### src/design/bmh_pkg.sv
// Shared types and codes for the binary min-heap priority queue.
// No dependencies.
package bmh_pkg;

    typedef enum logic [1:0] {
        OP_INSERT   = 2'd0,
        OP_EXTRACT  = 2'd1,
        OP_FIND     = 2'd2,
        OP_DECREASE = 2'd3
    } op_t;

    typedef enum logic [2:0] {
        ST_OK       = 3'd0,
        ST_EMPTY    = 3'd1,
        ST_FULL     = 3'd2,
        ST_NOTFOUND = 3'd3,
        ST_BADPOS   = 3'd4,
        ST_NOTDEC   = 3'd5
    } status_t;

    // One accepted item as carried from front to back.
    typedef struct packed {
        op_t         op;
        logic [15:0] node;
        logic [15:0] from;
        logic [15:0] to;
        logic [31:0] cost;
        logic [7:0]  pos;
    } cmd_t;

    // One result item.
    typedef struct packed {
        status_t     status;
        logic [15:0] node;
        logic [15:0] from;
        logic [15:0] to;
        logic [31:0] cost;
        logic [7:0]  fpos;
    } rsp_t;

    // Heap entry as stored in memory.
    typedef struct packed {
        logic [31:0] cost;
        logic [15:0] node;
        logic [31:0] edge_pair;
    } entry_t;

endpackage

### src/design/bmh_cmd_fifo.sv
// Two-entry command queue between the input side and the heap engine.
// Depends on bmh_pkg.
module bmh_cmd_fifo
(
    input  logic          clk,
    input  logic          rst_n,
    input  logic          wr_en,
    input  bmh_pkg::cmd_t wr_data,
    output logic          full,
    input  logic          rd_en,
    output bmh_pkg::cmd_t rd_data,
    output logic          empty
);
    import bmh_pkg::*;

    cmd_t       mem_reg [2];
    logic       wp_reg, rp_reg;
    logic [1:0] cnt_reg;

    assign full    = (cnt_reg == 2'd2);
    assign empty   = (cnt_reg == 2'd0);
    assign rd_data = mem_reg[rp_reg];

    // Storage, no reset
    always_ff @(posedge clk)
    begin
        if (wr_en && !full)
        begin
            mem_reg[wp_reg] <= wr_data;
        end
    end

    // Pointers and count
    always_ff @(posedge clk or negedge rst_n)
    begin
        if (!rst_n)
        begin
            wp_reg  <= 1'b0;
            rp_reg  <= 1'b0;
            cnt_reg <= 2'd0;
        end
        else
        begin
            if (wr_en && !full)
            begin
                wp_reg <= ~wp_reg;
            end
            if (rd_en && !empty)
            begin
                rp_reg <= ~rp_reg;
            end
            cnt_reg <= cnt_reg + {1'b0, wr_en && !full} - {1'b0, rd_en && !empty};
        end
    end

    assert property (@(posedge clk) disable iff (!rst_n) cnt_reg <= 2'd2)
        else $error("command queue count overflow");
    assert property (@(posedge clk) disable iff (!rst_n)
        (wr_en && !full && !(rd_en && !empty)) |=> !empty)
        else $error("write lost in command queue");
    assert property (@(posedge clk) disable iff (!rst_n) !(full && empty))
        else $error("queue both full and empty");
endmodule

### config.mk
export PLATFORM = sky130hd
export DESIGN_NAME = bmh_cmd_fifo
export DESIGN_NICKNAME = d
export VERILOG_FILES = /design/src/design/bmh_pkg.sv /design/src/design/bmh_cmd_fifo.sv
export SDC_FILE = /design/constraint.sdc
export NUM_CORES = 1
export LEC_CHECK = 0
export BUFFER_PORTS_ARGS = -buffer_cell sky130_fd_sc_hd__clkbuf_2
export CAP_MARGIN = 40
export CELL_PAD_IN_SITES_DETAIL_PLACEMENT = 0
export CELL_PAD_IN_SITES_GLOBAL_PLACEMENT = 1
export CORE_ASPECT_RATIO = 0.8
export CORE_MARGIN = 3
export CORE_UTILIZATION = 38
export DETAILED_ROUTE_END_ITERATION = 6
export PLACE_DENSITY = 0.83
export SYNTH_ARGS = -nofsm -noshare
export SYNTH_HDL_FRONTEND = slang
export SYNTH_SLANG_ARGS = --single-unit
### constraint.sdc
create_clock -name clk -period 5.05 [get_ports clk]
set_input_delay 0.2525 -clock clk [delete_from_list [all_inputs] [get_ports clk]]
set_output_delay 0.2525 -clock clk [all_outputs]
set_load 0.05 [all_outputs]
Yosys cells after proc, flatten, opt, wreduce, memory -nomap -nowiden
Memories as Yosys holds them, arrays and structs flattened.
Index checks and enable logic that the tools add are counted.

storage, ports and cells
  register bits after elaboration = 4
  latch bits = 0
  bits in writable memories = 180
  memory bits (read-only) = 0
  input bits = 94
  output and inout port bits = 92
  word-level logic and storage cells = 16
  memories kept = 1

memories
  memory   words  width  read ports  clocked after memory_dff  write ports  RTL line            RTL
  mem_reg  2      90     1           0                         1            bmh_cmd_fifo.sv:16  cmd_t mem_reg [2];

cells by class
  $add $sub $neg = 2
  $mul = 0
  div/mod/pow operators = 0
  magnitude comparators = 0
  equality and inequality tests = 1
  shift operators = 0
  multiplexer cells = 2
  bitwise gates (word level) = 2
  reduce and logical (&&, ||, !) cells = 5

operator list
  cell                                         number
  2-bit by 1-bit adder with 2-bit output       1
  2-bit == test, second input constant         1
  1-bit logical AND                            2
  1-bit zero test                              2
  2-bit zero test                              1
  1-bit two-way mux                            2
  1-bit NOT                                    2
  2-bit by 1-bit subtractor with 2-bit output  1

Longest topological paths before layout
  depth in word-level cells = 5
  mapped depth = 7
  depth with buffers taken out = 7

Worst setup path before layout
OpenSTA, ideal clock, no wires.

  kind = register -> register
  start point = reg cnt_reg[1]
  end point = mem mem_reg[0][0] in the netlist's numbering (enable)
  setup time = 0.539 ns
  arrival time = 4.344 ns
  required time = 4.511 ns
  slack = 0.166 ns
  cell stages (with the launch flop) = 4
  period minus slack after synthesis = 4.884 ns
  cells stage by stage = dfrtp_1 > nand2b_1 > nand2_1 > nor2_1

between the ends
  cells in the longest elaborated chain, start to end = 5

RTL lines
  item                                     RTL line            RTL
  start, declared                          bmh_cmd_fifo.sv:18  logic [1:0] cnt_reg;
  start signal, assigned                   bmh_cmd_fifo.sv:52  cnt_reg <= cnt_reg + {1'b0, wr_en && !full} - {1'b0, rd_en && !empty};
  2-bit == test                            bmh_cmd_fifo.sv:20  assign full = (cnt_reg == 2'd2);
  1-bit zero test                          bmh_cmd_fifo.sv:27  if (wr_en && !full)
  1-bit logical AND                        bmh_cmd_fifo.sv:27
  1-bit two-way mux                        bmh_cmd_fifo.sv:27
  1-bit two-way mux (implied by the code)  bmh_cmd_fifo.sv:29  mem_reg[wp_reg] <= wr_data;
  end, declared                            bmh_cmd_fifo.sv:16

Every way passes these cells.

==> run metrics <==
syn_area_per_cell=24.0 um^2; total vias in the final route=3497; post-synth cell types=15; flip-flop count of the largest register, all copies and words added=180; family with the most delay on the worst path=flip-flops; crit start category=flip-flop; largest stage delay on the critical path=950 ps; post-synth design cell area=0.00714 mm^2; power share of the sequential group=36.5%; antenna violations before repair=0; worst endpoint required time=4800 ps; TritonCTS Buffers=17; Final GP Congestion=0.742; count leader, synth=sky130_fd_sc_hd__edfxtp_1; portion of total power attributed to the clock network=21.6%; crit path DAT=2480 ps; master cell of the clock root buffer=sky130_fd_sc_hd__clkbuf_16; effective utilization at floorplan=39.1%; die width=159 um; largest net degree at the start of global routing=50; clock-pin slew of the registers on the worst-case setup and hold paths=70 ps; global route overflow=0; count of nets left with antenna violations after detail routing=0; share of synthesized registers carrying an async set or reset=2.17%; synth top area cells=sky130_fd_sc_hd__edfxtp_1 76%, sky130_fd_sc_hd__mux2_4 19%, sky130_fd_sc_hd__buf_12 2.5%; normalized max-slew margin=43.9%; clock network latency to the later pin of the worst-skew pair=410 ps; CP endpoint kind=output port; area after detailed placement=0.00825 mm^2; # port buffers=185; cell at the slowest stage of the critical path=sky130_fd_sc_hd__dfrtp_4; sequential-to-total area share from yosys stat=77.1%; Power per Cell Area=673 mW/mm^2; Buf/Inv on CP=2; cell taking the most area after synthesis=sky130_fd_sc_hd__edfxtp_1; detailed-route DRC error count=0; fill cell count=1494; Worst Path Class, Setup=reg2out; first-pass GRT wire length=19900 um; CTS tree=done; ranking of synthesized cells by instance count=180 x sky130_fd_sc_hd__edfxtp_1, 89 x sky130_fd_sc_hd__mux2_4, 9 x sky130_fd_sc_hd__buf_12; Yosys top cell area share=75.7%; wire length per cell after detailed routing=15.8 um; clock tree skew after final layout=5.84 ps; wire length reported by the detailed router=12600 um; cell area after layout=0.00925 mm^2; CTS sink cnt=184; share of layout cells above drive strength 1=57.4%; number of endpoints with negative hold slack in the final report=0; unrepaired setup endpoints after global routing=no; number of synthesized flops with an enable pin=180; HPWL after detailed placement=8410 um; net count reported at finish=630; clk buf depth=2; initial detailed-routing violation count=206; Syn Nets=394; Switch Pwr=2.53 mW; internal power contribution=3.69 mW; FMAX=366 MHz; Power Total=6.22 mW; Synth Register Bits=184; num rows=44; final count of negative-setup-slack endpoints=0; I/O pin count=186; Die Ht=129 um; Area growth syn-to-layout=29.5%; Total Die Area=0.0205 mm^2; fraction of power consumed by combinational cells=41.9%; run status=completed; setup bufs post-CTS=0; maximum vdd ir drop=426 uV; via count of the first global-routing pass=3821; transition time at the pin with the least slew margin=841 ps; number of standard cells after synthesis=298; worst-path cell chain=buf_12 -> mux2_2 -> clkbuf_2; core region area=0.0183 mm^2; global-route usage over all layers=12.5%; shortest clock period the worst path allows after layout=2740 ps; max-slew violation count=0; number of warnings printed during yosys synthesis=0; Hold WC Path Type=in2reg; prevailing post-synth register cell=sky130_fd_sc_hd__edfxtp_1; depth of the CTS H-tree=4; routed vias/inst=4.37; Sum Neg Setup Slack=0 ps; maximum fanout along the worst path=49; cell leakage power=3.75 nW; # Max-Cap Violations=0; fraction of power spent switching nets=40.7%; first drt pass iteration count=4; final worst path period share=54.2%
power by group through the flow:
stage	clock network [mW]	logic [mW]	registers [mW]
2_1_floorplan	0	2.35	2.22
3_3_place_gp	0	2.60	2.29
3_5_place_dp	0	2.62	2.31
4_1_cts	1.39	2.64	2.28
5_1_grt	1.45	2.73	2.31
6_report	1.34	2.61	2.27
per-layer routing:
metal	track usage [%]	wire, um
met5	0	0
met4	4.22	127
met3	5.25	843
met2	20.4	6290
met1	15.3	5370
cell type report:
| class | count | area (um^2) | area share, % |
|---|---|---|---|
| Antenna cell | 1 | 2.50 | 0.0271 |
| Timing Repair Buffer | 227 | 1350 | 14.6 |
| Clock inverter | 15 | 189 | 2.04 |
| Inverter | 2 | 7.51 | 0.0812 |
| Sequential cell | 184 | 5510 | 59.6 |
| Multi-Input combinational cell | 102 | 1450 | 15.7 |
| Clock buffer | 17 | 425 | 4.60 |
| Tap cell | 253 | 317 | 3.42 |
path summary, 6_finish.rpt:
| path | from | endpoint | slack (ps) | cells past startpoint |
|---|---|---|---|---|
| max | rp_reg | rd_data[89] | 2310 | 3 |
| min | wr_data[82] | mem_reg[0][82] | 30 | 1 |
| max reg2reg | cnt_reg[1] | mem_reg[1][56] | 2830 | 3 |
| min reg2reg | cnt_reg[1] | cnt_reg[1] | 510 | 1 |
| max in group asynchronous | rst_n | rp_reg | 4740 | 2 |
| min in group asynchronous | rst_n | cnt_reg[0] | 170 | 2 |
what timing repair did:
item / in CTS / in global routing
gates resized for setup: 0 / 0
hold endpoints to repair: 52 / 21
hold buffers: 26 / 12
cell families (layout without fill, tap and decap cells):
kind of cell,count (synthesis),after routing,share of synthesized area [%]
other cells,0,1,0
fa+ha+maj,2,2,0.350
flops,184,184,77.1
xor+xnor,4,4,0.491
simple gates,6,6,0.421
mux,90,90,18.9
buf+inv,12,261,2.79
layout by cell type (no fill, tap or decap):
cell / Yosys / layout
sky130_fd_sc_hd__nor2b_1: 1 / 1
sky130_fd_sc_hd__dfrtp_1: 4 / 3
sky130_fd_sc_hd__mux2_2: 1 / 1
sky130_fd_sc_hd__inv_8: 0 / 5
sky130_fd_sc_hd__diode_2: 0 / 1
sky130_fd_sc_hd__nand2b_1: 1 / 1
sky130_fd_sc_hd__clkinv_8: 0 / 1
sky130_fd_sc_hd__nor2_1: 2 / 1
sky130_fd_sc_hd__clkbuf_16: 0 / 17
sky130_fd_sc_hd__xor2_1: 1 / 1
sky130_fd_sc_hd__clkbuf_2: 0 / 185
sky130_fd_sc_hd__bufinv_16: 0 / 2
sky130_fd_sc_hd__dfrtp_4: 0 / 1
sky130_fd_sc_hd__ha_1: 2 / 2
sky130_fd_sc_hd__nand2_1: 1 / 1
sky130_fd_sc_hd__nor2_4: 0 / 1
sky130_fd_sc_hd__and3_4: 0 / 1
sky130_fd_sc_hd__inv_1: 2 / 2
sky130_fd_sc_hd__buf_4: 0 / 3
sky130_fd_sc_hd__edfxtp_1: 180 / 180
sky130_fd_sc_hd__xnor2_1: 3 / 3
sky130_fd_sc_hd__buf_12: 9 / 1
sky130_fd_sc_hd__dlygate4sd3_1: 0 / 38
sky130_fd_sc_hd__clkinvlp_4: 0 / 4
sky130_fd_sc_hd__mux2_4: 89 / 89
sky130_fd_sc_hd__clkinv_4: 0 / 3
per-stage QoR:
step	setup WS, ps	util (%)	instances	hold slack (ps)
global route	2170	50.6	800	0.156
floorplan	166	-	298	-43.1
global placement	2740	45.1	730	69.5
CTS	2270	49.9	788	0.0864
detailed placement	2730	45.1	730	68.7
finish	2310	50.6	801	27.7
No activity file was read; power rests on OpenSTA's default activity.
